[config.mk]
export PLATFORM = sky130hd
export DESIGN_NAME = w210_queue
export DESIGN_NICKNAME = d
export VERILOG_FILES = /design/src/sv/w210_pkg.sv /design/src/sv/w210_queue.sv
export SDC_FILE = /design/constraint.sdc
export NUM_CORES = 1
export LEC_CHECK = 0
export ABC_AREA = 1
export BUFFER_PORTS_ARGS = -buffer_cell sky130_fd_sc_hd__buf_2
export CORE_UTILIZATION = 30
export CTS_CLUSTER_DIAMETER = 150
export DETAILED_ROUTE_END_ITERATION = 10
export MAX_ROUTING_LAYER = met4
export PLACE_DENSITY_LB_ADDON = 0.1
export SLEW_MARGIN = 20
export SYNTH_ARGS = -nofsm -noshare
export SYNTH_HDL_FRONTEND = slang
export SYNTH_SLANG_ARGS = --single-unit
[constraint.sdc]
create_clock -name clock -period 5.83 [get_ports clock]
set_input_delay 0.8745 -clock clock [delete_from_list [all_inputs] [get_ports clock]]
set_output_delay 0.8745 -clock clock [all_outputs]
set_load 0.02 [all_outputs]
[src/sv/w210_pkg.sv]
// ----------------------------------------------------------------------------
// w210_pkg: shared types, constants and the mod-210 wheel table
// Holds the item kinds, the queue entry layout and the 384-entry wheel.
// ----------------------------------------------------------------------------
package w210_pkg;

   localparam int SieveAddrBitsDefault = 15;
   localparam int WheelSize = 384;
   localparam int WheelSpokes = 48;
   localparam logic [3:0] Log2Min = 4'd10;
   localparam logic [3:0] Log2Max = 4'd15;
   localparam logic [3:0] Log2Reset = 4'd15;

   typedef enum logic [1:0] {
      KIND_LOAD  = 2'd0,
      KIND_CROSS = 2'd1,
      KIND_READ  = 2'd2,
      KIND_NONE  = 2'd3
   } kind_type;

   typedef struct packed {
      logic [7:0] clear_mask;
      logic [3:0] factor;
      logic [3:0] carry;
   } wheel_entry_type;

   // classified transaction passed from front to back
   typedef struct packed {
      kind_type        kind;
      logic            wheel_ok;
      logic [14:0]     addr;
      logic [7:0]      bval;
      logic [31:0]     prime;
      logic [8:0]      wheel;
      logic [8:0]      wheel_nx;
      wheel_entry_type ent;
      logic [3:0]      lg;
   } work_type;

   localparam logic [7:0] WT_MASK [WheelSize] = '{
      8'hfe,8'hf7,8'h7f,8'hbf,8'hfb,8'hfd,8'hdf,8'hfe,8'hef,8'hf7,8'h7f,8'hbf,8'hfd,8'hdf,
      8'hfe,8'hef,8'hf7,8'h7f,8'hfb,8'hfd,8'hdf,8'hef,8'hf7,8'h7f,8'hbf,8'hfb,8'hfd,8'hfe,
      8'hef,8'hf7,8'hbf,8'hfb,8'hfd,8'hdf,8'hfe,8'hef,8'h7f,8'hbf,8'hfb,8'hfd,8'hdf,8'hfe,
      8'hef,8'hf7,8'h7f,8'hbf,8'hfb,8'hdf,
      8'hfd,8'h7f,8'hdf,8'hfe,8'hbf,8'hfb,8'hef,8'hfd,8'hf7,8'h7f,8'hdf,8'hfe,8'hfb,8'hef,
      8'hfd,8'hf7,8'h7f,8'hdf,8'hbf,8'hfb,8'hef,8'hf7,8'h7f,8'hdf,8'hfe,8'hbf,8'hfb,8'hfd,
      8'hf7,8'h7f,8'hfe,8'hbf,8'hfb,8'hef,8'hfd,8'hf7,8'hdf,8'hfe,8'hbf,8'hfb,8'hef,8'hfd,
      8'hf7,8'h7f,8'hdf,8'hfe,8'hbf,8'hef,
      8'hfb,8'hdf,8'hef,8'hfd,8'hfe,8'hbf,8'hf7,8'hfb,8'h7f,8'hdf,8'hef,8'hfd,8'hbf,8'hf7,
      8'hfb,8'h7f,8'hdf,8'hef,8'hfe,8'hbf,8'hf7,8'h7f,8'hdf,8'hef,8'hfd,8'hfe,8'hbf,8'hfb,
      8'h7f,8'hdf,8'hfd,8'hfe,8'hbf,8'hf7,8'hfb,8'h7f,8'hef,8'hfd,8'hfe,8'hbf,8'hf7,8'hfb,
      8'h7f,8'hdf,8'hef,8'hfd,8'hfe,8'hf7,
      8'hf7,8'hfe,8'hfd,8'hef,8'hdf,8'h7f,8'hfb,8'hf7,8'hbf,8'hfe,8'hfd,8'hef,8'h7f,8'hfb,
      8'hf7,8'hbf,8'hfe,8'hfd,8'hdf,8'h7f,8'hfb,8'hbf,8'hfe,8'hfd,8'hef,8'hdf,8'h7f,8'hf7,
      8'hbf,8'hfe,8'hef,8'hdf,8'h7f,8'hfb,8'hf7,8'hbf,8'hfd,8'hef,8'hdf,8'h7f,8'hfb,8'hf7,
      8'hbf,8'hfe,8'hfd,8'hef,8'hdf,8'hfb,
      8'hef,8'hbf,8'hfe,8'hdf,8'h7f,8'hf7,8'hfd,8'hef,8'hfb,8'hbf,8'hfe,8'hdf,8'hf7,8'hfd,
      8'hef,8'hfb,8'hbf,8'hfe,8'h7f,8'hf7,8'hfd,8'hfb,8'hbf,8'hfe,8'hdf,8'h7f,8'hf7,8'hef,
      8'hfb,8'hbf,8'hdf,8'h7f,8'hf7,8'hfd,8'hef,8'hfb,8'hfe,8'hdf,8'h7f,8'hf7,8'hfd,8'hef,
      8'hfb,8'hbf,8'hfe,8'hdf,8'h7f,8'hfd,
      8'hdf,8'hfb,8'hbf,8'h7f,8'hf7,8'hef,8'hfe,8'hdf,8'hfd,8'hfb,8'hbf,8'h7f,8'hef,8'hfe,
      8'hdf,8'hfd,8'hfb,8'hbf,8'hf7,8'hef,8'hfe,8'hfd,8'hfb,8'hbf,8'h7f,8'hf7,8'hef,8'hdf,
      8'hfd,8'hfb,8'h7f,8'hf7,8'hef,8'hfe,8'hdf,8'hfd,8'hbf,8'h7f,8'hf7,8'hef,8'hfe,8'hdf,
      8'hfd,8'hfb,8'hbf,8'h7f,8'hf7,8'hfe,
      8'hbf,8'hef,8'hf7,8'hfb,8'hfd,8'hfe,8'h7f,8'hbf,8'hdf,8'hef,8'hf7,8'hfb,8'hfe,8'h7f,
      8'hbf,8'hdf,8'hef,8'hf7,8'hfd,8'hfe,8'h7f,8'hdf,8'hef,8'hf7,8'hfb,8'hfd,8'hfe,8'hbf,
      8'hdf,8'hef,8'hfb,8'hfd,8'hfe,8'h7f,8'hbf,8'hdf,8'hf7,8'hfb,8'hfd,8'hfe,8'h7f,8'hbf,
      8'hdf,8'hef,8'hf7,8'hfb,8'hfd,8'h7f,
      8'h7f,8'hfd,8'hfb,8'hf7,8'hef,8'hdf,8'hbf,8'h7f,8'hfe,8'hfd,8'hfb,8'hf7,8'hdf,8'hbf,
      8'h7f,8'hfe,8'hfd,8'hfb,8'hef,8'hdf,8'hbf,8'hfe,8'hfd,8'hfb,8'hf7,8'hef,8'hdf,8'h7f,
      8'hfe,8'hfd,8'hf7,8'hef,8'hdf,8'hbf,8'h7f,8'hfe,8'hfb,8'hf7,8'hef,8'hdf,8'hbf,8'h7f,
      8'hfe,8'hfd,8'hfb,8'hf7,8'hef,8'hbf
   };

   // factor and carry, packed as {factor, carry}
   localparam logic [7:0] WT_FC [WheelSize] = '{
      8'ha2,8'h20,8'h41,8'h21,8'h41,8'h61,8'h21,8'h61,8'h41,8'h20,8'h41,8'h62,8'h61,8'h21,
      8'h61,8'h41,8'h20,8'h62,8'h41,8'h61,8'h82,8'h41,8'h20,8'h41,8'h21,8'h41,8'h82,8'h61,
      8'h41,8'h61,8'h21,8'h41,8'h61,8'h21,8'h61,8'h61,8'h41,8'h21,8'h41,8'h61,8'h21,8'h61,
      8'h41,8'h20,8'h41,8'h21,8'ha2,8'h21,
      8'ha3,8'h21,8'h42,8'h20,8'h42,8'h62,8'h21,8'h62,8'h41,8'h21,8'h42,8'h62,8'h62,8'h21,
      8'h62,8'h41,8'h21,8'h62,8'h42,8'h62,8'h83,8'h41,8'h21,8'h42,8'h20,8'h42,8'h83,8'h62,
      8'h41,8'h63,8'h20,8'h42,8'h62,8'h21,8'h62,8'h62,8'h42,8'h20,8'h42,8'h62,8'h21,8'h62,
      8'h41,8'h21,8'h42,8'h20,8'ha4,8'h21,
      8'ha4,8'h21,8'h42,8'h21,8'h41,8'h63,8'h21,8'h62,8'h42,8'h21,8'h42,8'h62,8'h63,8'h21,
      8'h62,8'h42,8'h21,8'h63,8'h41,8'h63,8'h83,8'h42,8'h21,8'h42,8'h21,8'h41,8'h84,8'h62,
      8'h42,8'h63,8'h21,8'h41,8'h63,8'h21,8'h62,8'h63,8'h42,8'h21,8'h41,8'h63,8'h21,8'h62,
      8'h42,8'h21,8'h42,8'h21,8'ha4,8'h21,
      8'ha6,8'h21,8'h42,8'h21,8'h42,8'h64,8'h21,8'h63,8'h43,8'h21,8'h42,8'h63,8'h64,8'h21,
      8'h63,8'h43,8'h21,8'h63,8'h42,8'h64,8'h84,8'h43,8'h21,8'h42,8'h21,8'h42,8'h85,8'h63,
      8'h43,8'h63,8'h21,8'h42,8'h64,8'h21,8'h63,8'h64,8'h42,8'h21,8'h42,8'h64,8'h21,8'h63,
      8'h43,8'h21,8'h42,8'h21,8'ha6,8'h21,
      8'ha6,8'h22,8'h42,8'h21,8'h43,8'h64,8'h21,8'h64,8'h42,8'h22,8'h42,8'h64,8'h64,8'h21,
      8'h64,8'h42,8'h22,8'h63,8'h43,8'h64,8'h85,8'h42,8'h22,8'h42,8'h21,8'h43,8'h85,8'h64,
      8'h42,8'h64,8'h21,8'h43,8'h64,8'h21,8'h64,8'h64,8'h42,8'h21,8'h43,8'h64,8'h21,8'h64,
      8'h42,8'h22,8'h42,8'h21,8'ha7,8'h21,
      8'ha8,8'h21,8'h43,8'h22,8'h43,8'h65,8'h21,8'h65,8'h43,8'h21,8'h43,8'h65,8'h65,8'h21,
      8'h65,8'h43,8'h21,8'h65,8'h43,8'h65,8'h86,8'h43,8'h21,8'h43,8'h22,8'h43,8'h86,8'h65,
      8'h43,8'h64,8'h22,8'h43,8'h65,8'h21,8'h65,8'h64,8'h43,8'h22,8'h43,8'h65,8'h21,8'h65,
      8'h43,8'h21,8'h43,8'h22,8'ha8,8'h21,
      8'haa,8'h22,8'h44,8'h22,8'h44,8'h65,8'h22,8'h66,8'h44,8'h22,8'h44,8'h66,8'h65,8'h22,
      8'h66,8'h44,8'h22,8'h66,8'h44,8'h65,8'h88,8'h44,8'h22,8'h44,8'h22,8'h44,8'h87,8'h66,
      8'h44,8'h66,8'h22,8'h44,8'h65,8'h22,8'h66,8'h66,8'h44,8'h22,8'h44,8'h65,8'h22,8'h66,
      8'h44,8'h22,8'h44,8'h22,8'ha9,8'h22,
      8'ha1,8'h20,8'h40,8'h20,8'h40,8'h60,8'h20,8'h61,8'h40,8'h20,8'h40,8'h60,8'h60,8'h20,
      8'h61,8'h40,8'h20,8'h60,8'h40,8'h60,8'h81,8'h40,8'h20,8'h40,8'h20,8'h40,8'h80,8'h61,
      8'h40,8'h60,8'h20,8'h40,8'h60,8'h20,8'h61,8'h60,8'h40,8'h20,8'h40,8'h60,8'h20,8'h61,
      8'h40,8'h20,8'h40,8'h20,8'ha0,8'h20
   };

   function automatic wheel_entry_type wheel_lookup(input logic [8:0] w);
      wheel_entry_type e;
      e.clear_mask = WT_MASK[w];
      e.factor     = WT_FC[w][7:4];
      e.carry      = WT_FC[w][3:0];
      return e;
   endfunction

endpackage

[src/sv/w210_queue.sv]
// ----------------------------------------------------------------------------
// w210_queue: two-entry queue
// Decouples the front stage from the store stage.
// ----------------------------------------------------------------------------
module w210_queue (
   input  logic                 clock,
   input  logic                 reset,
   input  logic                 in_valid,
   output logic                 in_ready,
   input  w210_pkg::work_type   in_work,
   output logic                 out_valid,
   input  logic                 out_ready,
   output w210_pkg::work_type   out_work
);
   import w210_pkg::*;

   work_type   slot_ff [2];
   logic       rd_ff, rd_in, wr_ff, wr_in;
   logic [1:0] cnt_ff, cnt_in;
   logic       push, pop;

   assign in_ready  = (cnt_ff != 2'd2);
   assign out_valid = (cnt_ff != 2'd0);
   assign out_work  = slot_ff[rd_ff];
   assign push = in_valid && in_ready;
   assign pop  = out_valid && out_ready;

   // pointers and fill count
   always_comb begin
      rd_in  = pop ? !rd_ff : rd_ff;
      wr_in  = push ? !wr_ff : wr_ff;
      cnt_in = cnt_ff + {1'b0, push} - {1'b0, pop};
   end

   always_ff @(posedge clock) begin
      if (reset) begin
         rd_ff  <= 1'b0;
         wr_ff  <= 1'b0;
         cnt_ff <= 2'd0;
      end else begin
         rd_ff  <= rd_in;
         wr_ff  <= wr_in;
         cnt_ff <= cnt_in;
      end
      if (push) slot_ff[wr_ff] <= in_work;
   end
endmodule

# Word-level counts from Yosys, hierarchy flattened
# Memories as Yosys holds them, arrays and structs flattened. A register that Yosys moved wholly into a read port is not among the register bits.
# Cells that the tools add are included.
[classes] reduce_logical=5 n_eq_ne=1 add_sub_neg=2 mux=4
[op_table] cell="$mux W1" count=4
[op_table] cell="$add A2 B1 Y2" count=1
[op_table] cell="$logic_and A1 B1 Y1" count=2
[op_table] cell="$logic_not A1 Y1" count=2
[op_table] cell="$ne A2 B2 Y1 const B" count=1
[op_table] cell="$reduce_bool A2 Y1" count=1
[op_table] cell="$sub A2 B1 Y2" count=1
[totals] in_bits=100 output_inout_bits=98 memories=1 ff_bits=4 ram_bits=192
[memory_table] name="slot_ff" words=2 width=96 rd=1 rd_ports_with_merged_regs=1 wr=1 line_no="w210_queue.sv:17" rtl="work_type slot_ff [2];"

# Depth between registers and ports, before layout
# Gate-level depths: netlist of run 1.
[depth] word_depth=4 mapped_depth=11 mapped_depth_nobuf=11

# Least setup slack after synthesis of run 1
# Ideal clock, no wire load.
[synth_path] path_kind="input to register" from="input port in_valid" to="memory slot_ff[1][0] in the netlist's numbering (enable)" arrival_time_ns=5.037 setup_slack_ns=0.239 stages=2 cell_sequence="nand2_1 -> nor2_1"
[synth_between] elab_chain_len=3
[synth_rtl] item="start: declaration" line_no="w210_queue.sv:8" rtl="input logic in_valid,"
[synth_rtl] item="$logic_and A1 B1 Y1" line_no="w210_queue.sv:25" rtl="assign push = in_valid && in_ready;"
[synth_rtl] item="$mux W1" line_no="w210_queue.sv:45" rtl="if (push) slot_ff[wr_ff] <= in_work;"
[synth_rtl] item="$mux W1 (not written as such)" line_no="w210_queue.sv:45"
[synth_rtl] item="end: declaration" line_no="w210_queue.sv:17"
# Every way passes these cells.

==> out/qor.json, run 1 <==
{
  "status": {"value": "complete, no violations"},
  "cts_root_buffer": {"value": "sky130_fd_sc_hd__clkbuf_16"},
  "slew_viol_final": {"value": 0},
  "grt.overflow.total": {"value": 0},
  "io-pin-count": {"value": 198},
  "final_core_util": {"value": 39.1, "unit": "%"},
  "layout_min_cycle_time": {"value": 3.09, "unit": "ns"},
  "io_buffer_count": {"value": 197},
  "post_cts_buffers": {"value": 0},
  "vdd_ir_drop_max": {"value": 0.173, "unit": "mV"},
  "finalCritPeriodShare": {"value": 52.9, "unit": "%"},
  "crit_path_top_delay_cell": {"value": "sky130_fd_sc_hd__dfxtp_4"},
  "min_delay_path_depth": {"value": 2},
  "critical_path.max_stage_delay": {"value": 0.73, "unit": "ns"},
  "crit_arrival": {"value": 2.21, "unit": "ns"},
  "core_region_area": {"value": 23800, "unit": "um2"},
  "first_global_vias": {"value": 3772},
  "synthToLayoutAreaGrowth": {"value": 26.2, "unit": "%"},
  "wirelength_per_cell": {"value": 16.0, "unit": "um"},
  "antenna_found_initial": {"value": 3},
  "placement.setup.worst_slack": {"value": 3.17, "unit": "ns"},
  "routed_wl": {"value": 14.1, "unit": "mm"},
  "synth_area": {"value": 7360, "unit": "um2"},
  "antenna_left": {"value": 0},
  "cts.reportedPaths.clkPinSlew": {"value": 0.07, "unit": "ns"},
  "die_area": {"value": 25200, "unit": "um2"},
  "worstHoldPathType": {"value": "register to register"},
  "worstPathCellList": {"value": "buf_4 -> mux2_2 -> buf_2"},
  "synth-seq-cells": {"value": 197},
  "detailedRoute.firstPassIterationCount": {"value": 4},
  "grt_max_degree": {"value": 56},
  "syn-num-nets": {"value": 436},
  "timing.setup.critical_path_class": {"value": "register to primary output"},
  "postCtsResizedCells": {"value": 0},
  "gpl.final_weighted_congestion": {"value": 0.681},
  "drt-initial-drc-count": {"value": 149},
  "rsz0062_at_grt": {"value": "false"},
  "die_height": {"value": 159, "unit": "um"},
  "critical_path_required": {"value": 4.96, "unit": "ns"},
  "p_per_cell_area": {"value": 443, "unit": "nW/um2"},
  "maximum_root_to_sink_buffer_count": {"value": 2},
  "num_vias": {"value": 3667},
  "library_cells_used_by_synthesis": {"value": 16},
  "worst_clock_skew": {"value": 0.00764, "unit": "ns"},
  "die_w": {"value": 159, "unit": "um"},
  "synthCells": {"value": 335},
  "final-hold-violation-count": {"value": 0},
  "worst_skew_pair.late_latency": {"value": 0.42, "unit": "ns"},
  "max_freq": {"value": 324, "unit": "MHz"},
  "power.leakage": {"value": 0.00350, "unit": "uW"},
  "rows": {"value": 56},
  "register_area_share_after_synthesis": {"value": 79.7, "unit": "%"},
  "reg2regPathDepth": {"value": 5},
  "tritoncts": {"value": "built"},
  "layout-drive-gt1-share": {"value": 59.4, "unit": "%"},
  "timing_worst_slew_pin_value": {"value": 0.791, "unit": "ns"},
  "place_hpwl": {"value": 9.39, "unit": "mm"},
  "setup_total_negative_slack": {"value": 0, "unit": "ns"},
  "route.detailed.vias_per_inst": {"value": 4.14},
  "worst-path-max-fanout": {"value": 35},
  "synth-warning-count": {"value": 0},
  "drt_drc_violations_left": {"value": 0},
  "design.final.nets": {"value": 647},
  "critPathLaunchType": {"value": "register"},
  "clock_sinks": {"value": 197},
  "slew_headroom": {"value": 47.3, "unit": "%"},
  "ctsHoldBuffers": {"value": 0},
  "setup_viol": {"value": 0},
  "crit_path_end_kind": {"value": "primary output"},
  "initial_util": {"value": 31.0, "unit": "%"},
  "cts-htree-levels": {"value": 4},
  "worst_slack": {"value": 2.74, "unit": "ns"},
  "synth.avg_cell_area": {"value": 22.0, "unit": "um2"},
  "groute.usage.overall": {"value": 11.6, "unit": "%"},
  "max-cap-violations": {"value": 0},
  "cts_inserted_buffers": {"value": 17},
  "grt_first_pass_wirelength": {"value": 20.6, "unit": "mm"}
}
## metal layers
layer  vias to the layer above  GRT usage [%]  share of wire [%]
li1                       1737              -                  -
met3                        11           5.69                 11
met4                         0           4.12                1.1
met5                         -              -                  0
met2                       144           16.8                 45
met1                      1775           14.1                 43
## synth_stat cells
| cell type | instances | area (um2) |
|---|---|---|
| sky130_fd_sc_hd__mux2_2 | 56 | 631 |
| sky130_fd_sc_hd__a21oi_1 | 2 | 10.0 |
| sky130_fd_sc_hd__nand3_1 | 1 | 5.00 |
| sky130_fd_sc_hd__buf_12 | 4 | 80.1 |
| sky130_fd_sc_hd__nor3_1 | 1 | 5.00 |
| sky130_fd_sc_hd__buf_2 | 5 | 25.0 |
| sky130_fd_sc_hd__nand2_1 | 8 | 30.0 |
| sky130_fd_sc_hd__xnor2_1 | 1 | 8.76 |
| sky130_fd_sc_hd__dfxtp_1 | 5 | 100 |
| sky130_fd_sc_hd__ha_1 | 1 | 12.5 |
| sky130_fd_sc_hd__buf_8 | 1 | 15.0 |
| sky130_fd_sc_hd__inv_1 | 8 | 30.0 |
| sky130_fd_sc_hd__edfxtp_1 | 192 | 5770 |
| sky130_fd_sc_hd__buf_6 | 1 | 11.3 |
| sky130_fd_sc_hd__nor2_1 | 9 | 33.8 |
| sky130_fd_sc_hd__mux2_4 | 40 | 601 |
## logic make-up (layout without fill, tap and decap cells)
group                    Yosys count  count (layout)  share of synthesized area [%]
AO/OA/AOI/OAI                      2               2                          0.136
XOR/XNOR                           1               1                          0.119
adder cells (fa/ha/maj)            1               1                          0.170
buffers and inverters             19             243                           2.19
flip-flops                       197             197                           79.7
multiplexers                      96              96                           16.7
other                              0               7                              0
AND/OR/NAND/NOR                   19              19                           1.00
## cell usage in the layout (no fill, tap or decap), drive strengths merged
cell / synthesis / layout
buf: 11 / 203
edfxtp: 192 / 192
mux2: 96 / 96
clkbuf: 0 / 17
inv: 8 / 15
nor2: 9 / 9
nand2: 8 / 8
diode: 0 / 7
dfxtp: 5 / 5
clkinv: 0 / 5
a21oi: 2 / 2
clkinvlp: 0 / 2
xnor2: 1 / 1
nor3: 1 / 1
nand3: 1 / 1
ha: 1 / 1
bufinv: 0 / 1
## power by group
part	internal, uW	switching, uW
clock network	603	541
registers	1800	82.5
logic	456	635
total	2860	1260
## final cells by class
type | instances | area (um2)
Inverter | 8 | 30.0
Clock inverter | 15 | 146
Clock buffer | 17 | 425
Fill cell | 2198 | 14500
Sequential cell | 197 | 5870
Multi-Input combinational cell | 119 | 1350
Timing Repair Buffer | 203 | 1050
Tap cell | 319 | 399
Antenna cell | 7 | 17.5
## critical path: cells and delay by family, from the launching register on
family | cells | cell delay [ns]
flops | 1 | 0.73
buf+inv | 2 | 0.64
mux | 1 | 0.39
## sequential cells by signal, summed over array words and instances, names as in the netlist, named ones only
signal	flops
cnt_ff	2
rd_ff	1
slot_ff	192
wr_ff	1
## final timing paths
path	from	endpoint	slack, ns
max	register	out_work[95]	2.74
max reg2reg	cnt_ff[0]$_SDFF_PP0_	slot_ff[0][75]$_DFFE_PP_	3.92
min reg2reg	rd_ff$_SDFFE_PP0P_	rd_ff$_SDFFE_PP0P_	0.51
min	rd_ff$_SDFFE_PP0P_	rd_ff$_SDFFE_PP0P_	0.51
## through the flow
step | total power [uW] | cells | hold WS [ns] | instance area (um2)
finish | 4110 | 885 | 0.507 | 9290
detailed placement | 3030 | 846 | 0.495 | 8700
global route | 4320 | 881 | 0.560 | 9280
CTS | 4180 | 878 | 0.513 | 9270
global placement | 3010 | 845 | 0.487 | 8670
floorplan | 2720 | 335 | 0.467 | 7360
Power figures use the tool's default switching activity.
==> run 2, diff against run 1 <==
==> constraint.sdc (replaced) <==
create_clock -name clock -period 3.2 [get_ports clock]
set_input_delay 0.48 -clock clock [delete_from_list [all_inputs] [get_ports clock]]
set_output_delay 0.48 -clock clock [all_outputs]
set_load 0.02 [all_outputs]
==> run 2 against run 1 <==
Final cell count shrank 0.45%; count of clock-buffer cells in the layout grew 1; register-to-register slack lost 2.5 ns; worst setup slack lost 1.9 ns; routed wire length shrank 1.6%; cell area grew 0.32%; via count grew 0.79%.
==> out/qor.json, run 2 (same netlist as run 1, synthesis figures left out) <==
{
  "initial_util": {"value": 31.0, "unit": "%"},
  "timing.setup.critical_path_class": {"value": "register to primary output"},
  "ctsHoldBuffers": {"value": 0},
  "setup_viol": {"value": 0},
  "antenna_found_initial": {"value": 5},
  "critPathLaunchType": {"value": "register"},
  "multi_input_area": {"value": 1350, "unit": "um2"},
  "layout_min_cycle_time": {"value": 2.34, "unit": "ns"},
  "min_delay_worst_endpoint": {"value": "cnt_ff[0]$_SDFF_PP0_"},
  "cts-htree-levels": {"value": 4},
  "reg2reg_from": {"value": "cnt_ff[0]$_SDFF_PP0_"},
  "min_delay_path_depth": {"value": 2},
  "maximum_root_to_sink_buffer_count": {"value": 2},
  "die_area": {"value": 25200, "unit": "um2"},
  "detailroute.wirelength.met3": {"value": 1.14, "unit": "mm"},
  "worstHoldPathType": {"value": "input port to register"},
  "worstReg2RegEnd": {"value": "slot_ff[1][20]$_DFFE_PP_"},
  "routed_wl": {"value": 13.9, "unit": "mm"},
  "critical_path_required": {"value": 2.72, "unit": "ns"},
  "layout.cells.most_common_list": {"value": "sky130_fd_sc_hd__buf_2, sky130_fd_sc_hd__edfxtp_1, sky130_fd_sc_hd__mux2_2"},
  "clock_sinks": {"value": 197},
  "power.leakage": {"value": 0.00350, "unit": "uW"},
  "slew_viol_final": {"value": 0},
  "first_global_vias": {"value": 3810},
  "route.detailed.vias_per_inst": {"value": 4.20},
  "layout_top_registers": {"value": "slot_ff (192), cnt_ff (2)"},
  "slew_headroom": {"value": 60.4, "unit": "%"},
  "cts.reportedPaths.clkPinSlew": {"value": 0.07, "unit": "ns"},
  "sequential_cell_fraction_of_total_power": {"value": 44.4, "unit": "%"},
  "io-pin-count": {"value": 198},
  "vdd_ir_drop_max": {"value": 0.306, "unit": "mV"},
  "worst-path-buf-inv": {"value": 2},
  "placement.setup.worst_slack": {"value": 1.23, "unit": "ns"},
  "design.final.nets": {"value": 646},
  "dpl-instance-area": {"value": 8720, "unit": "um2"},
  "status": {"value": "complete, no violations"},
  "gpl.final_weighted_congestion": {"value": 0.673},
  "final-hold-violation-count": {"value": 0},
  "wl_met1": {"value": 5.96, "unit": "mm"},
  "layout-drive-gt1-share": {"value": 58.7, "unit": "%"},
  "critical_path.top_delay_family": {"value": "buffers and inverters"},
  "top_signal_layer_used": {"value": "met4"},
  "timing_worst_slew_pin_value": {"value": 0.593, "unit": "ns"},
  "worst_skew_pair.late_latency": {"value": 0.43, "unit": "ns"},
  "mostFrequentLayoutCell": {"value": "sky130_fd_sc_hd__buf_2"},
  "drt-initial-drc-count": {"value": 114},
  "synthToLayoutAreaGrowth": {"value": 26.6, "unit": "%"},
  "power.total": {"value": 7560, "unit": "uW"},
  "core_region_area": {"value": 23800, "unit": "um2"},
  "tritoncts": {"value": "built"},
  "wl_met2": {"value": 6.59, "unit": "mm"},
  "layout.filler_cells": {"value": 2183},
  "power.share.switching": {"value": 29.5, "unit": "%"},
  "p_int": {"value": 5330, "unit": "uW"},
  "post_cts_buffers": {"value": 0},
  "max-cap-violations": {"value": 0},
  "setup.reg_to_reg.worst_slack": {"value": 1.38, "unit": "ns"},
  "p_per_cell_area": {"value": 812, "unit": "nW/um2"},
  "die_w": {"value": 159, "unit": "um"},
  "wirelength_per_cell": {"value": 15.8, "unit": "um"},
  "reg2regPathDepth": {"value": 5},
  "registers.top_by_ff_count": {"value": "slot_ff"},
  "finalCritPeriodShare": {"value": 73.2, "unit": "%"},
  "crit_path_end_kind": {"value": "primary output"},
  "num_vias": {"value": 3696},
  "net_switching": {"value": 2230, "unit": "uW"},
  "grt.overflow.total": {"value": 0},
  "detailedRoute.firstPassIterationCount": {"value": 4},
  "groute.usage.overall": {"value": 11.5, "unit": "%"},
  "postCtsResizedCells": {"value": 0},
  "io_buffer_count": {"value": 197},
  "worst_clock_skew": {"value": 0.00613, "unit": "ns"},
  "pwr-share-clk": {"value": 28.3, "unit": "%"},
  "place_hpwl": {"value": 8.72, "unit": "mm"},
  "max_freq": {"value": 427, "unit": "MHz"},
  "setup_total_negative_slack": {"value": 0, "unit": "ns"},
  "cts_inserted_buffers": {"value": 17},
  "critical_path.max_stage_delay": {"value": 0.48, "unit": "ns"},
  "crit_arrival": {"value": 1.86, "unit": "ns"},
  "cts_root_buffer": {"value": "sky130_fd_sc_hd__clkbuf_16"},
  "grt_max_degree": {"value": 97},
  "largest_reg_flops": {"value": 192},
  "worst-path-max-fanout": {"value": 42},
  "worstPathCellList": {"value": "buf_4 -> mux2_2 -> buf_2"},
  "layout.area.seq": {"value": 5870, "unit": "um2"},
  "die_height": {"value": 159, "unit": "um"},
  "worstHoldStart": {"value": "reset"},
  "rsz0062_at_grt": {"value": "false"},
  "antenna_left": {"value": 0},
  "grt_first_pass_wirelength": {"value": 20.2, "unit": "mm"},
  "drt_drc_violations_left": {"value": 0},
  "worst_slack": {"value": 0.857, "unit": "ns"},
  "combinationalPowerShare": {"value": 27.3, "unit": "%"},
  "crit_cells": {"value": 3},
  "layout.cell_area.non_filler": {"value": 9320, "unit": "um2"},
  "crit_path_top_delay_cell": {"value": "sky130_fd_sc_hd__buf_4"},
  "rows": {"value": 56}
}
run 2: changes by cell type in the layout (fill, tap and decap cells not counted), sizes merged:
cell,change
buf,-1
bufinv,+2
clkbuf,+1
clkinv,+1
diode,-2
inv,-5
run 2: how the worst max path moves through the flow:
stage                                     to  slack (ns)            startpoint
finish                          out_work[50]        0.86              register
global route                    out_work[34]        0.74              register
CTS                             out_work[46]        0.78              register
detailed placement  slot_ff[1][24]$_DFFE_PP_        1.23              in_valid
global placement                out_work[46]        1.25              register
floorplan            slot_ff[1][0]$_DFFE_PP_       -0.52  cnt_ff[0]$_SDFF_PP0_
run 2: final cells by class:
type | instances | area share [%]
Tap cell | 319 | 4.28
Clock inverter | 13 | 1.66
Timing Repair Buffer | 202 | 11.5
Inverter | 8 | 0.322
Antenna cell | 5 | 0.134
Multi-Input combinational cell | 119 | 14.5
Clock buffer | 18 | 4.60
Sequential cell | 197 | 63.0
run 2: per-layer routing:
metal | global-route usage, % | vias to the layer above
met1 | 13.3 | 1802
li1 | - | 1737
met4 | 5.22 | 0
met5 | - | -
met3 | 3.86 | 15
met2 | 17.9 | 142
run 2: stage by stage:
stage          cells  utilization (%)  hold slack [ns]
6_report         881             39.2            0.234
3_3_place_gp     845             36.7            0.483
2_1_floorplan    335                -            0.467
5_1_grt          881             39.2            0.211
3_5_place_dp     845             36.7            0.483
4_1_cts          876             39.2            0.210
run 2: power groups by stage:
| stage | logic [uW] | clock network, uW | registers (uW) |
|---|---|---|---|
| floorplan | 1510 | 0 | 3420 |
| global placement | 2120 | 0 | 3400 |
| detailed placement | 2120 | 0 | 3420 |
| CTS | 2130 | 2220 | 3360 |
| global route | 2240 | 2320 | 3390 |
| finish | 2070 | 2140 | 3360 |
